<file path="src/design/tcp_retransmit_history_ring_assert.svh">
// assertion macros for the retransmit history ring
// no dependencies
`ifndef TCP_RETRANSMIT_HISTORY_RING_ASSERT_SVH
`define TCP_RETRANSMIT_HISTORY_RING_ASSERT_SVH
// implication checked on every rising clock edge, disabled in reset
`define TRH_ASSERT_IMP(label, clk, rst_n, a, c) \
    label: assert property (@(posedge clk) disable iff (!rst_n) (a) |-> (c)) \
        else $error("assertion failed");
// next-cycle implication
`define TRH_ASSERT_NEXT(label, clk, rst_n, a, c) \
    label: assert property (@(posedge clk) disable iff (!rst_n) (a) |=> (c)) \
        else $error("assertion failed");
`endif

</file>
<file path="src/design/trh_pkg.sv">
// package for the retransmit history ring: types, constants, helpers
// no dependencies
package trh_pkg;

    localparam int unsigned CAPACITY_DEFAULT = 16;
    localparam logic [31:0] RANGE_LIMIT = 32'h4000_0000;
    localparam logic [31:0] COUNT_MAX   = 32'hffff_ffff;

    typedef enum logic [1:0] {
        MODE_ORIGINAL = 2'd0,
        MODE_RETRANSMIT = 2'd1,
        MODE_ACK = 2'd2,
        MODE_QUERY = 2'd3
    } mode_t;

    typedef enum logic [2:0] {
        ST_IDLE,
        ST_SCAN,
        ST_UPDATE,
        ST_ACK,
        ST_FINISH,
        ST_OUT
    } state_t;

    // controller to datapath
    typedef struct packed {
        logic load;     // latch input item
        logic scan_clr; // reset walk index
        logic scan_adv; // check one record in scan pass
        logic upd_adv;  // update one record
        logic ack_step; // one acknowledge step
        logic append;   // write original
        logic finish;   // form result
    } trh_cmd_t;

    // datapath to controller
    typedef struct packed {
        logic [1:0] mode;
        logic       walk_done;
        logic       rtx_ok;
        logic       ack_done;
        logic       hit_found;
    } trh_status_t;

    function automatic logic seq_before(input logic [31:0] a, input logic [31:0] b);
        logic [31:0] d;
        begin
            d = a - b;
            return d[31];
        end
    endfunction

    function automatic logic range_ok(input logic [31:0] f, input logic [31:0] e);
        logic [31:0] len;
        begin
            len = e - f;
            return (len != 32'd0) && (len <= RANGE_LIMIT);
        end
    endfunction

endpackage

</file>
<file path="src/design/trh_ctrl.sv">
// controller for the retransmit history ring
// depends on trh_pkg and tcp_retransmit_history_ring_assert.svh
module trh_ctrl (
    input  logic                 clk,
    input  logic                 rst_n,
    input  logic                 in_valid,
    output logic                 in_ready,
    output logic                 out_valid,
    input  logic                 out_ready,
    input  trh_pkg::trh_status_t stat,
    output trh_pkg::trh_cmd_t    cmd
);
    trh_pkg::state_t state_reg, state_next;

    always_ff @(posedge clk or negedge rst_n)
    begin
        if (!rst_n)
            state_reg <= trh_pkg::ST_IDLE;
        else
            state_reg <= state_next;
    end

    always_comb
    begin
        state_next = state_reg;
        unique case (state_reg)
            trh_pkg::ST_IDLE:
                if (in_valid) state_next = trh_pkg::ST_SCAN;
            trh_pkg::ST_SCAN:
            begin
                priority case (stat.mode)
                    trh_pkg::MODE_ORIGINAL: state_next = trh_pkg::ST_FINISH;
                    trh_pkg::MODE_ACK:      state_next = trh_pkg::ST_ACK;
                    trh_pkg::MODE_RETRANSMIT:
                        if (stat.walk_done)
                            state_next = stat.rtx_ok ? trh_pkg::ST_UPDATE
                                                     : trh_pkg::ST_FINISH;
                    default:
                        if (stat.walk_done || stat.hit_found)
                            state_next = trh_pkg::ST_FINISH;
                endcase
            end
            trh_pkg::ST_UPDATE:
                if (stat.walk_done) state_next = trh_pkg::ST_FINISH;
            trh_pkg::ST_ACK:
                if (stat.ack_done) state_next = trh_pkg::ST_FINISH;
            trh_pkg::ST_FINISH:
                state_next = trh_pkg::ST_OUT;
            trh_pkg::ST_OUT:
                if (out_ready) state_next = trh_pkg::ST_IDLE;
            default:
                state_next = trh_pkg::ST_IDLE;
        endcase
    end

    always_comb
    begin
        cmd = '0;
        in_ready = 1'b0;
        out_valid = 1'b0;
        unique case (state_reg)
            trh_pkg::ST_IDLE:
            begin
                in_ready = 1'b1;
                cmd.load = in_valid;
            end
            trh_pkg::ST_SCAN:
            begin
                priority case (stat.mode)
                    trh_pkg::MODE_ORIGINAL: cmd.append = 1'b1;
                    trh_pkg::MODE_ACK:      cmd.scan_clr = 1'b1;
                    trh_pkg::MODE_RETRANSMIT:
                    begin
                        cmd.scan_adv = !stat.walk_done;
                        cmd.scan_clr = stat.walk_done;
                    end
                    default:
                        cmd.scan_adv = !stat.walk_done && !stat.hit_found;
                endcase
            end
            trh_pkg::ST_UPDATE: cmd.upd_adv = !stat.walk_done;
            trh_pkg::ST_ACK:    cmd.ack_step = !stat.ack_done;
            trh_pkg::ST_FINISH: cmd.finish = 1'b1;
            trh_pkg::ST_OUT:    out_valid = 1'b1;
            default: ;
        endcase
    end

    `include "tcp_retransmit_history_ring_assert.svh"
    `TRH_ASSERT_IMP(a_no_both, clk, rst_n, in_ready, !out_valid)
    `TRH_ASSERT_NEXT(a_load_scan, clk, rst_n, in_valid && in_ready, state_reg == trh_pkg::ST_SCAN)
    `TRH_ASSERT_NEXT(a_out_hold, clk, rst_n, out_valid && !out_ready, out_valid)
endmodule

</file>
<file path="config.mk">
export PLATFORM = sky130hd
export DESIGN_NAME = trh_ctrl
export DESIGN_NICKNAME = d
export VERILOG_FILES = /design/src/design/trh_pkg.sv /design/src/design/trh_ctrl.sv
export VERILOG_INCLUDE_DIRS = /design/src /design/src/design
export SDC_FILE = /design/constraint.sdc
export NUM_CORES = 1
export LEC_CHECK = 0
export BUFFER_PORTS_ARGS = -buffer_cell sky130_fd_sc_hd__buf_2
export CORE_AREA = 5 5 42 44
export DETAILED_ROUTE_END_ITERATION = 12
export DIE_AREA = 0 0 47 49
export GPL_TIMING_DRIVEN = 0
export SYNTH_ARGS = -nofsm -noshare
export SYNTH_HDL_FRONTEND = slang
export SYNTH_SLANG_ARGS = --single-unit
export TNS_END_PERCENT = 30
</file>
<file path="constraint.sdc">
create_clock -name clk -period 4.23 [get_ports clk]
set_clock_uncertainty 0.05 [all_clocks]
set_input_delay 0.2115 -clock clk [delete_from_list [all_inputs] [get_ports clk]]
set_output_delay 0.2115 -clock clk [all_outputs]
set_load 0.05 [all_outputs]
</file>
# Word-level counts from Yosys, hierarchy flattened
# Cells that the tools add are included.
[totals]
romBits = 0
in_bits = 10
memories = 0
elab_cells = 43
latch_bits = 0
ram_bits = 0
out_inout_bits = 9
register_bits = 3
[op_classes]
div = 0
bitwise_logic = 0
multipliers = 0
reduce_logical = 9
magnitude_cmp = 0
n_eq_ne = 13
shifts = 0
n_addsub = 0
mux = 20
[op_table]
columns = ["cell", "n"]
rows = [
  ["$mux 3", 7],
  ["$pmux 3 s6", 1],
  ["$pmux 3 s3", 1],
  ["$mux 1", 8],
  ["$ne 2x2->1 const B", 4],
  ["$eq 3x2->1 const B", 2],
  ["$eq 3x3->1 const B", 2],
  ["$reduce_and 6->1", 1],
  ["$ne 5x5->1 const B", 1],
  ["$pmux 1 s2", 2],
  ["$eq 3x1->1 const B", 1],
  ["$logic_not 1->1", 3],
  ["$logic_not 3->1", 1],
  ["$ne 3x3->1 const B", 1],
  ["$eq 2x1->1 const B", 1],
  ["$eq 2x2->1 const B", 1],
  ["$logic_not 2->1", 1],
  ["$mux 2", 1],
  ["$reduce_or 2->1", 1],
  ["$logic_and 1x1->1", 1],
  ["$logic_or 1x1->1", 1],
]

# Longest topological paths before layout
# Gate-level depths: netlist of run 1.
[logic_depth]
word_depth = 4
mapped_depth = 6
ltp_nobuf = 6

# Worst setup path after synthesis of run 1
# OpenSTA, ideal clock, no wires.
[synth_timing]
path_type = "register -> output"
start = "register state_reg[0]"
end = "output cmd[6] in the netlist's numbering"
arrival_ns = 2.231
path_stages_with_launch = 4
slack_ns = 1.738
path_buffers = 1
required_time_ns = 3.968
cell_sequence = "dfrtp_1 clkbuf_8 nor3_1 and2_1"
[synth_lines]
columns = ["element", "line_no", "rtl"]
rows = [
  ["from (decl)", "trh_ctrl.sv:13", "trh_pkg::state_t state_reg, state_next;"],
  ["from (signal assigned)", "trh_ctrl.sv:18", "state_reg <= trh_pkg::ST_IDLE;"],
  ["from (signal assigned)", "trh_ctrl.sv:20", "state_reg <= state_next;"],
  ["to (decl)", "trh_ctrl.sv:11", "output trh_pkg::trh_cmd_t cmd"],
]

==> results of run 1 <==
[synth_stat cells]
cell       n  share of area [%]
o2111a_1   1                2.5
a21oi_2    1                1.9
and2_1     2                2.7
mux2i_1    2                4.4
nor3b_4    1                4.1
mux2_4     1                3.3
dfrtp_1    3                 16
a21oi_1    3                3.3
nand2b_1   1                1.4
inv_1      5                4.1
nor4bb_4   1                5.5
nor3b_1    1                1.6
nor4_1     2                2.7
nand3_1    1                1.1
nor3_1     1                1.1
buf_4      1                1.6
o211ai_2   2                5.5
nand2_1    3                2.5
ha_1       6                 16
o2111ai_1  1                1.9
and2b_1    1                1.6
o211ai_1   2                3.3
buf_6      1                2.5
nor2_1     3                2.5
clkbuf_8   1                3.0
o31ai_1    1                1.6
o21ai_0    1                1.1
[kinds of logic after synthesis]
logic type	share of synthesized area, %
AND/OR/NAND/NOR	26.9
AO/OA/AOI/OAI	21.2
buffers and inverters	11.3
adder cells (fa/ha/maj)	16.5
multiplexers	7.69
flip-flops	16.5
[metal layers]
metal | part of all wire [%] | wire [um] | vias to the layer above | global-route usage, %
li1 | - | - | 221 | -
met1 | 47 | 516 | 175 | 13.2
met2 | 42 | 459 | 18 | 14.3
met3 | 10 | 111 | 0 | 2.21
met4 | 0 | 0 | 0 | 4.15
met5 | 0 | 0 | - | 0
[cell type report]
cell class | count | share of cell area (%)
Tap cell | 16 | 3.33
Clock buffer | 4 | 4.37
Multi-Input combinational cell | 38 | 54.7
Sequential cell | 3 | 12.5
Timing Repair Buffer | 19 | 16.6
Inverter | 5 | 3.12
Buffer | 3 | 5.41
[power by group]
| group | internal, W | switching (W) |
|---|---|---|
| Clock | 0.0000353 | 0.0000135 |
| Sequential | 0.0000414 | 0.00000798 |
| Combinational | 0.000109 | 0.000179 |
[per-stage QoR]
step / total power [W] / instances
after global routing: 0.000413 / 88
after detailed placement: 0.000338 / 83
after CTS: 0.000391 / 88
after global placement: 0.000336 / 83
after floorplan: 0.000284 / 49
final: 0.000386 / 88
[worst max path at each step]
stage | startpoint | end | slack, ps | cells past startpoint
floorplan | state_reg[0] | cmd[6] | 1740 | 3
global placement | stat[4] | state_reg[0] | 2530 | 7
detailed placement | stat[4] | state_reg[0] | 2500 | 7
CTS | state_reg[1] | cmd[5] | 2440 | 5
global route | state_reg[1] | cmd[5] | 2350 | 5
finish | state_reg[1] | cmd[5] | 2430 | 5
[repair_timing]
item                       4_1_cts  5_1_grt
setup endpoints to repair        0        0
hold endpoints to repair         3        0
hold buffers                     1        0
[worst reg2reg max path: cells and delay by family, from the launching register on]
kind,cells,cell delay (ps)
and+or+nand+nor,1,290
DFF,1,350
muxes,1,310
buffers and inverters,1,170
AOI/OAI and AO/OA,2,280
==> flow_metrics.env, run 1 <==
export IMPL_synthCells=49
export IMPL_r2r_end="state_reg[0]"
export IMPL_p_leak_nw=0.311
export IMPL_clk_pin_slew_worst_paths_ps=30
export IMPL_register_area_um2=75.1
export IMPL_antennaDiodeCount=0
export IMPL_final_common_cell="buf_2"
export IMPL_slowest_stage="dfrtp_1"
export IMPL_drt_iter0_drc=4
export IMPL_die_x_um=47
export IMPL_die_y_um=49
export IMPL_place_congestion=0.749
export IMPL_grt_util_all_layers_pct=9.72
export IMPL_cellPowerDensity_mw_per_mm2=641
export IMPL_rows=14
export IMPL_drive_above_1_share_pct=41.7
export IMPL_cts_root_buf="clkbuf_4"
export IMPL_post_route_util_pct=42.9
export IMPL_synth_seq_cells=3
export IMPL_crit_path_end_kind="output pin"
export IMPL_grt_ovfl_total=0
export IMPL_crit_buf_inv=2
export IMPL_finalSetupTns_ps=0
export IMPL_cap_violations=0
export IMPL_postCtsSetupRepairBufs=0
export IMPL_cts_max_path_buffers=2
export IMPL_yosys_warnings=0
export IMPL_crit_required_ps=3970
export IMPL_ioPinCount=19
export IMPL_via_count=414
export IMPL_vdd_drop_max_mv=0.171
export IMPL_nFillCells=160
export IMPL_insertion_delay_ps=230
export IMPL_reg2reg_from="state_reg[1]"
export IMPL_grt_max_degree=11
export IMPL_ctsResizeCount=0
export IMPL_hp_class="primary input to flip-flop"
export IMPL_place_ws_ps=2500
export IMPL_critPathMaxFanout=7
export IMPL_ys_seq_area_share_pct=16.5
export IMPL_hold_path_end="state_reg[2]"
export IMPL_worst_pin_slew_ps=315
export IMPL_finalHoldViolations=0
export IMPL_setup_violations=0
export IMPL_critPathArrivalTime_ps=1530
export IMPL_htreeDepth=1
export IMPL_cp_start_kind="flip-flop"
export IMPL_dp_hpwl_um=890
export IMPL_path_class="flip-flop to output pin"
export IMPL_viasPerCell=4.70
export IMPL_cts_inserted_buffers=3
export IMPL_grt_pass1_wl_mm=1.68
export IMPL_wl_per_cell_um=12.4
export IMPL_critPathMaxStageDelay_ps=350
export IMPL_crit_chain="buf_4, nor3b_4, nand2_1, nor2_1, buf_2"
export IMPL_largest_register_ffs=3
export IMPL_reg2reg_depth=5
export IMPL_r2r_setup_slack_ps=2660
export IMPL_timing_final_ws_setup_ps=2430
export IMPL_cts_tree="done"
export IMPL_hp_start="out_ready"
export IMPL_grt_pass1_vias=391
export IMPL_fin_crit_sh_pct=42.4
export IMPL_drv_slew=0
export IMPL_slew_headroom_pct=78.8
export IMPL_syn_num_nets=65
export IMPL_initial_core_util_pct=32.5
export IMPL_dieArea_mm2=0.00230
export IMPL_antenna_found_initial=0
export IMPL_fmax_mhz=557
export IMPL_cts_sinks=3
export IMPL_crit_family="simple AND/OR/NAND/NOR gates"
export IMPL_holdWs_ps=184
export IMPL_synth_area_per_cell_um2=9.29
export IMPL_ant_nets=0
export IMPL_placed_area_um2=566
export IMPL_syn_area_um2=455
export IMPL_area_delta_synth_final_pct=32.1
export IMPL_outcome="completed"
export IMPL_min_period_ps=1800
export IMPL_core_mm2=0.00140
export IMPL_routed_wl_mm=1.09
export IMPL_final_area_um2=602
export IMPL_multiInputGateArea_um2=329
export IMPL_layout_common_cells="buf_2 (18), ha_1 (6), inv_1 (5)"
export IMPL_final_nets=89
export IMPL_synth_distinct_cells=27
export IMPL_io_buffer_count=18
export IMPL_rsz0062_at_grt="no"
export IMPL_drtPass1Iterations=3
export IMPL_drcViolationCount=0
export IMPL_whs_path_depth=2
Power figures use the tool's default switching activity.
==> run 2, diff against run 1 <==
clock period = 1.8 ns   (was 4.23 ns; I/O delays follow)
==> run 2 against run 1 <==
Sequential cell count is the same. Critical path depth unchanged. Largest power group unchanged. Sequential power rose by 130%. Die area unchanged. First-iteration DRC count down 25%. Critical path type unchanged. Worst hold slack worse by 120 ps. Count of clock-buffer cells in the layout unchanged.
==> flow_metrics.env, run 2 (synthesis gave the netlist of run 1 again) <==
export IMPL_cts_tree="done"
export IMPL_io_buffer_count=18
export IMPL_drtPass1Iterations=2
export IMPL_hold_path_end="state_reg[2]"
export IMPL_drive_above_1_share_pct=44.4
export IMPL_initial_core_util_pct=32.5
export IMPL_dieArea_mm2=0.00230
export IMPL_via_count=425
export IMPL_cellPowerDensity_mw_per_mm2=1490
export IMPL_cts_root_buf="clkbuf_4"
export IMPL_fmax_mhz=613
export IMPL_setup_violations=0
export IMPL_post_route_util_pct=43.7
export IMPL_fin_crit_sh_pct=90.6
export IMPL_cp_start_kind="flip-flop"
export IMPL_area_delta_synth_final_pct=34.3
export IMPL_viasPerCell=4.83
export IMPL_wl_per_cell_um=11.4
export IMPL_final_nets=89
export IMPL_reg2reg_depth=5
export IMPL_ctsResizeCount=0
export IMPL_postCtsSetupRepairBufs=0
export IMPL_crit_path_end_kind="output pin"
export IMPL_reg2reg_from="state_reg[1]"
export IMPL_worst_pin_slew_ps=318
export IMPL_routed_wl_mm=1.00
export IMPL_cts_inserted_buffers=3
export IMPL_outcome="completed"
export IMPL_die_x_um=47
export IMPL_slew_headroom_pct=78.6
export IMPL_cts_sinks=3
export IMPL_dp_hpwl_um=849
export IMPL_finalHoldViolations=0
export IMPL_crit_chain="buf_4, nor3b_4, nand2_1, nor2_1, buf_2"
export IMPL_r2r_setup_slack_ps=280
export IMPL_core_mm2=0.00140
export IMPL_critPathMaxFanout=7
export IMPL_cap_violations=0
export IMPL_antenna_found_initial=0
export IMPL_rsz0062_at_grt="no"
export IMPL_grt_pass1_vias=410
export IMPL_drv_slew=0
export IMPL_crit_buf_inv=2
export IMPL_hp_start="out_ready"
export IMPL_antennaDiodeCount=0
export IMPL_path_class="flip-flop to output pin"
export IMPL_vdd_drop_max_mv=0.422
export IMPL_p_leak_nw=0.315
export IMPL_die_y_um=49
export IMPL_min_period_ps=1630
export IMPL_slowest_stage="dfrtp_1"
export IMPL_crit_family="simple AND/OR/NAND/NOR gates"
export IMPL_drt_iter0_drc=3
export IMPL_largest_register_ffs=3
export IMPL_grt_max_degree=11
export IMPL_r2r_end="state_reg[0]"
export IMPL_drcViolationCount=0
export IMPL_final_common_cell="buf_2"
export IMPL_ant_nets=0
export IMPL_ioPinCount=19
export IMPL_whs_path_depth=2
export IMPL_holdWs_ps=65.9
export IMPL_rows=14
export IMPL_clk_pin_slew_worst_paths_ps=40
export IMPL_insertion_delay_ps=230
export IMPL_crit_required_ps=1660
export IMPL_htreeDepth=1
export IMPL_grt_ovfl_total=0
export IMPL_layout_common_cells="buf_2 (18), ha_1 (6), inv_1 (5)"
export IMPL_p_total_w=0.000910
export IMPL_cts_max_path_buffers=2
export IMPL_grt_pass1_wl_mm=1.65
export IMPL_critPathArrivalTime_ps=1490
export IMPL_place_congestion=0.765
export IMPL_grt_util_all_layers_pct=9.44
export IMPL_critPathMaxStageDelay_ps=350
export IMPL_hp_class="primary input to flip-flop"
run 2: cell counts in the layout (fill, tap and decap cells not counted):
Identical to the previous run, type by type.
run 2: worst register-to-register path: stages, from the launching register on:
cell and delay (ps):
dfrtp_1 350, buf_4 170, nor3b_4 270, o211ai_2 160, o211ai_2 110, mux2_4 310
run 2: how the worst max path moves through the flow:
stage	startpoint	endpoint	cells after the start
after floorplan	state_reg[0]	cmd[3]	2
after global routing	state_reg[1]	cmd[5]	5
after CTS	state_reg[1]	cmd[5]	5
after global placement	stat[4]	state_reg[0]	7
after detailed placement	stat[4]	state_reg[0]	7
final	state_reg[1]	cmd[5]	5
run 2: timing repair:
action                                  CTS  global route
endpoints found under the setup margin    0             0
hold endpoints to repair                  3             0
hold buffers                              1             0
run 2: per-stage QoR:
stage	cells	worst slack (ps)	setup TNS (ps)	cell area [um2]
2_1_floorplan	49	-436	-623	465
3_3_place_gp	83	219	0	576
3_5_place_dp	83	202	0	576
4_1_cts	88	153	0	612
5_1_grt	88	58.4	0	612
6_report	88	169	0	612
run 2: cell type report:
type	instances	area, um2
repair buffers	19	100
plain buffers	3	32.5
inverters	5	18.8
well taps	16	20.0
multi-input cells	38	339
clock buffers	4	26.3
fillers	157	790
flip-flops and latches	3	75.1
run 2: power by group:
group	internal, W	switching [W]
logic	0.000264	0.000419
registers	0.0000971	0.0000160
clock network	0.0000828	0.0000309
total	0.000444	0.000466
run 2: routing by layer:
layer	track usage [%]	part of all wire [%]
met1	13.7	49
met2	12.9	44
met3	1.11	6.4
met4	5.53	0
met5	0	0
==> run 3, diff against run 2 <==
==> constraint.sdc (replaced) <==
create_clock -name clk -period 1.8 [get_ports clk]
set_clock_uncertainty 0.05 [all_clocks]
set_input_delay 0.27 -clock clk [delete_from_list [all_inputs] [get_ports clk]]
set_output_delay 0.27 -clock clk [all_outputs]
set_load 0.05 [all_outputs]
==> run 3 against run 2 <==
Count of clock-buffer cells in the layout unchanged. Die area unchanged. Design area increased by 5.5%. Non-clock buffer count increased by 1. Fmax decreased by 6.0%. Setup slack got worse by 100 ps. Final cell count increased by 1.1%. Via count increased by 4.7%. Power increased by 5.6%. Global-route usage increased by 1.0 points. Core utilization increased by 2.4 points. Sequential cell count unchanged. Critical endpoint unchanged. Largest cell class unchanged. Highest routed layer is now met4.
==> flow_metrics.env, run 3 (synthesis gave the netlist of run 1 again) <==
export IMPL_cap_violations=0
export IMPL_grt_pass1_vias=445
export IMPL_cp_common_cell="buf_6"
export IMPL_drt_iter0_drc=1
export IMPL_finalHoldViolations=0
export IMPL_crit_family="simple AND/OR/NAND/NOR gates"
export IMPL_nFillCells=142
export IMPL_p_leak_nw=0.321
export IMPL_crit_chain="buf_6, nor3b_4, nand2_1, nor2_2, buf_6"
export IMPL_antennaDiodeCount=0
export IMPL_holdWs_ps=244
export IMPL_vdd_drop_max_mv=0.418
export IMPL_cp_start_kind="flip-flop"
export IMPL_cts_max_path_buffers=2
export IMPL_rows=14
export IMPL_routed_wl_mm=1.09
export IMPL_grt_ovfl_total=0
export IMPL_cts_tree="done"
export IMPL_die_x_um=47
export IMPL_cts_sinks=3
export IMPL_path_class="flip-flop to output pin"
export IMPL_final_nets=90
export IMPL_slew_headroom_pct=79.1
export IMPL_dp_hpwl_um=865
export IMPL_critPathArrivalTime_ps=1410
export IMPL_io_buffer_count=18
export IMPL_finalNonFillerCells=89
export IMPL_dieArea_mm2=0.00230
export IMPL_dp_cells=83
export IMPL_rsz0062_at_grt="yes"
export IMPL_insertion_delay_ps=230
export IMPL_hp_start="out_ready"
export IMPL_ioPinCount=19
export IMPL_drtPass1Iterations=4
export IMPL_layout_common_cells="buf_2 (14), ha_1 (6), inv_1 (5), clkbuf_4 (5)"
export IMPL_worst_pin_slew_ps=310
export IMPL_r2r_setup_slack_ps=180
export IMPL_reg2reg_depth=6
export IMPL_via_count=445
export IMPL_viasPerCell=5.00
export IMPL_crit_buf_inv=2
export IMPL_drv_slew=0
export IMPL_min_period_ps=1730
export IMPL_final_area_um2=646
export IMPL_final_common_cell="buf_2"
export IMPL_fin_crit_sh_pct=96.4
export IMPL_fmax_mhz=577
export IMPL_hold_path_end="state_reg[2]"
export IMPL_core_mm2=0.00140
export IMPL_crit_required_ps=1480
export IMPL_wl_per_cell_um=12.2
export IMPL_place_congestion=0.686
export IMPL_cts_inserted_buffers=3
export IMPL_crit_path_end_kind="output pin"
export IMPL_whs_path_depth=2
export IMPL_antenna_found_initial=0
export IMPL_clk_pin_slew_worst_paths_ps=40
export IMPL_largest_register_ffs=3
export IMPL_grt_util_all_layers_pct=10.5
export IMPL_slowest_stage="dfrtp_1"
export IMPL_die_y_um=49
export IMPL_grt_max_degree=11
export IMPL_reg2reg_from="state_reg[2]"
export IMPL_p_total_w=0.000961
export IMPL_initial_core_util_pct=32.5
export IMPL_drcViolationCount=0
export IMPL_critPathMaxFanout=10
export IMPL_r2r_end="state_reg[0]"
export IMPL_cts_root_buf="clkbuf_4"
export IMPL_drive_above_1_share_pct=47.9
export IMPL_finalSetupTns_ps=0
export IMPL_outcome="completed"
export IMPL_grt_pass1_wl_mm=1.82
export IMPL_area_delta_synth_final_pct=41.8
export IMPL_critPathMaxStageDelay_ps=360
export IMPL_setup_violations=0
export IMPL_ant_nets=0
export IMPL_htreeDepth=1
export IMPL_placed_area_um2=582
export IMPL_hp_class="primary input to flip-flop"
export IMPL_cellPowerDensity_mw_per_mm2=1490
==> run 3: cell count changes in the layout (fill, tap and decap cells not counted) <==
cell,before,now
buf_4,1,2
nor2_1,3,2
nor4_1,2,1
nor4_2,0,1
nor2_2,0,1
buf_6,1,3
buf_2,18,14
clkbuf_4,3,5
==> run 3: what timing repair did <==
action,in CTS,in global routing
hold buffers,1,0
endpoints found under the setup margin,2,4
hold endpoints to repair,3,0
resized for setup,2,5
pin swaps,0,3
buffers inserted,0,1
==> run 3: per-stage QoR <==
step	setup slack [ps]	util, %
floorplan	-290	-
global placement	24.8	41.5
detailed placement	-15.6	41.5
CTS	2.17	44.5
global route	-49.4	46.1
finish	65.4	46.1
==> run 3: area by class of cell <==
| cell class | instances | area [um2] | share of cell area, % |
|---|---|---|---|
| clock buffers | 4 | 26.3 | 4.07 |
| well taps | 16 | 20.0 | 3.10 |
| flip-flops and latches | 3 | 75.1 | 11.6 |
| multi-input cells | 38 | 348 | 53.9 |
| repair buffers | 20 | 125 | 19.4 |
| plain buffers | 3 | 32.5 | 5.04 |
| inverters | 5 | 18.8 | 2.91 |
==> run 3: per-layer routing <==
layer / wire length (um) / global-route usage, % / up-vias / part of all wire (%)
li1: - / - / 223 / -
met1: 461 / 12.7 / 202 / 42
met2: 512 / 16.3 / 18 / 47
met3: 106 / 3.69 / 2 / 9.7
met4: 8 / 4.15 / 0 / 0.74
met5: 0 / 0 / - / 0
==> run 3: how the worst max path moves through the flow <==
| stage | endpoint | cells past startpoint | start | slack (ps) |
|---|---|---|---|---|
| after global routing | cmd[5] | 5 | state_reg[2] | -50 |
| after CTS | cmd[5] | 5 | state_reg[1] | 2 |
| after floorplan | cmd[6] | 3 | state_reg[0] | -290 |
| after global placement | state_reg[0] | 7 | stat[4] | 20 |
| final | cmd[5] | 5 | state_reg[2] | 70 |
| after detailed placement | state_reg[0] | 7 | stat[4] | -20 |
==> run 3: report_power, final <==
part	switching, W	internal [W]
registers	0.0000168	0.0000972
logic	0.000435	0.000295
clock network	0.0000336	0.0000829
total	0.000486	0.000475
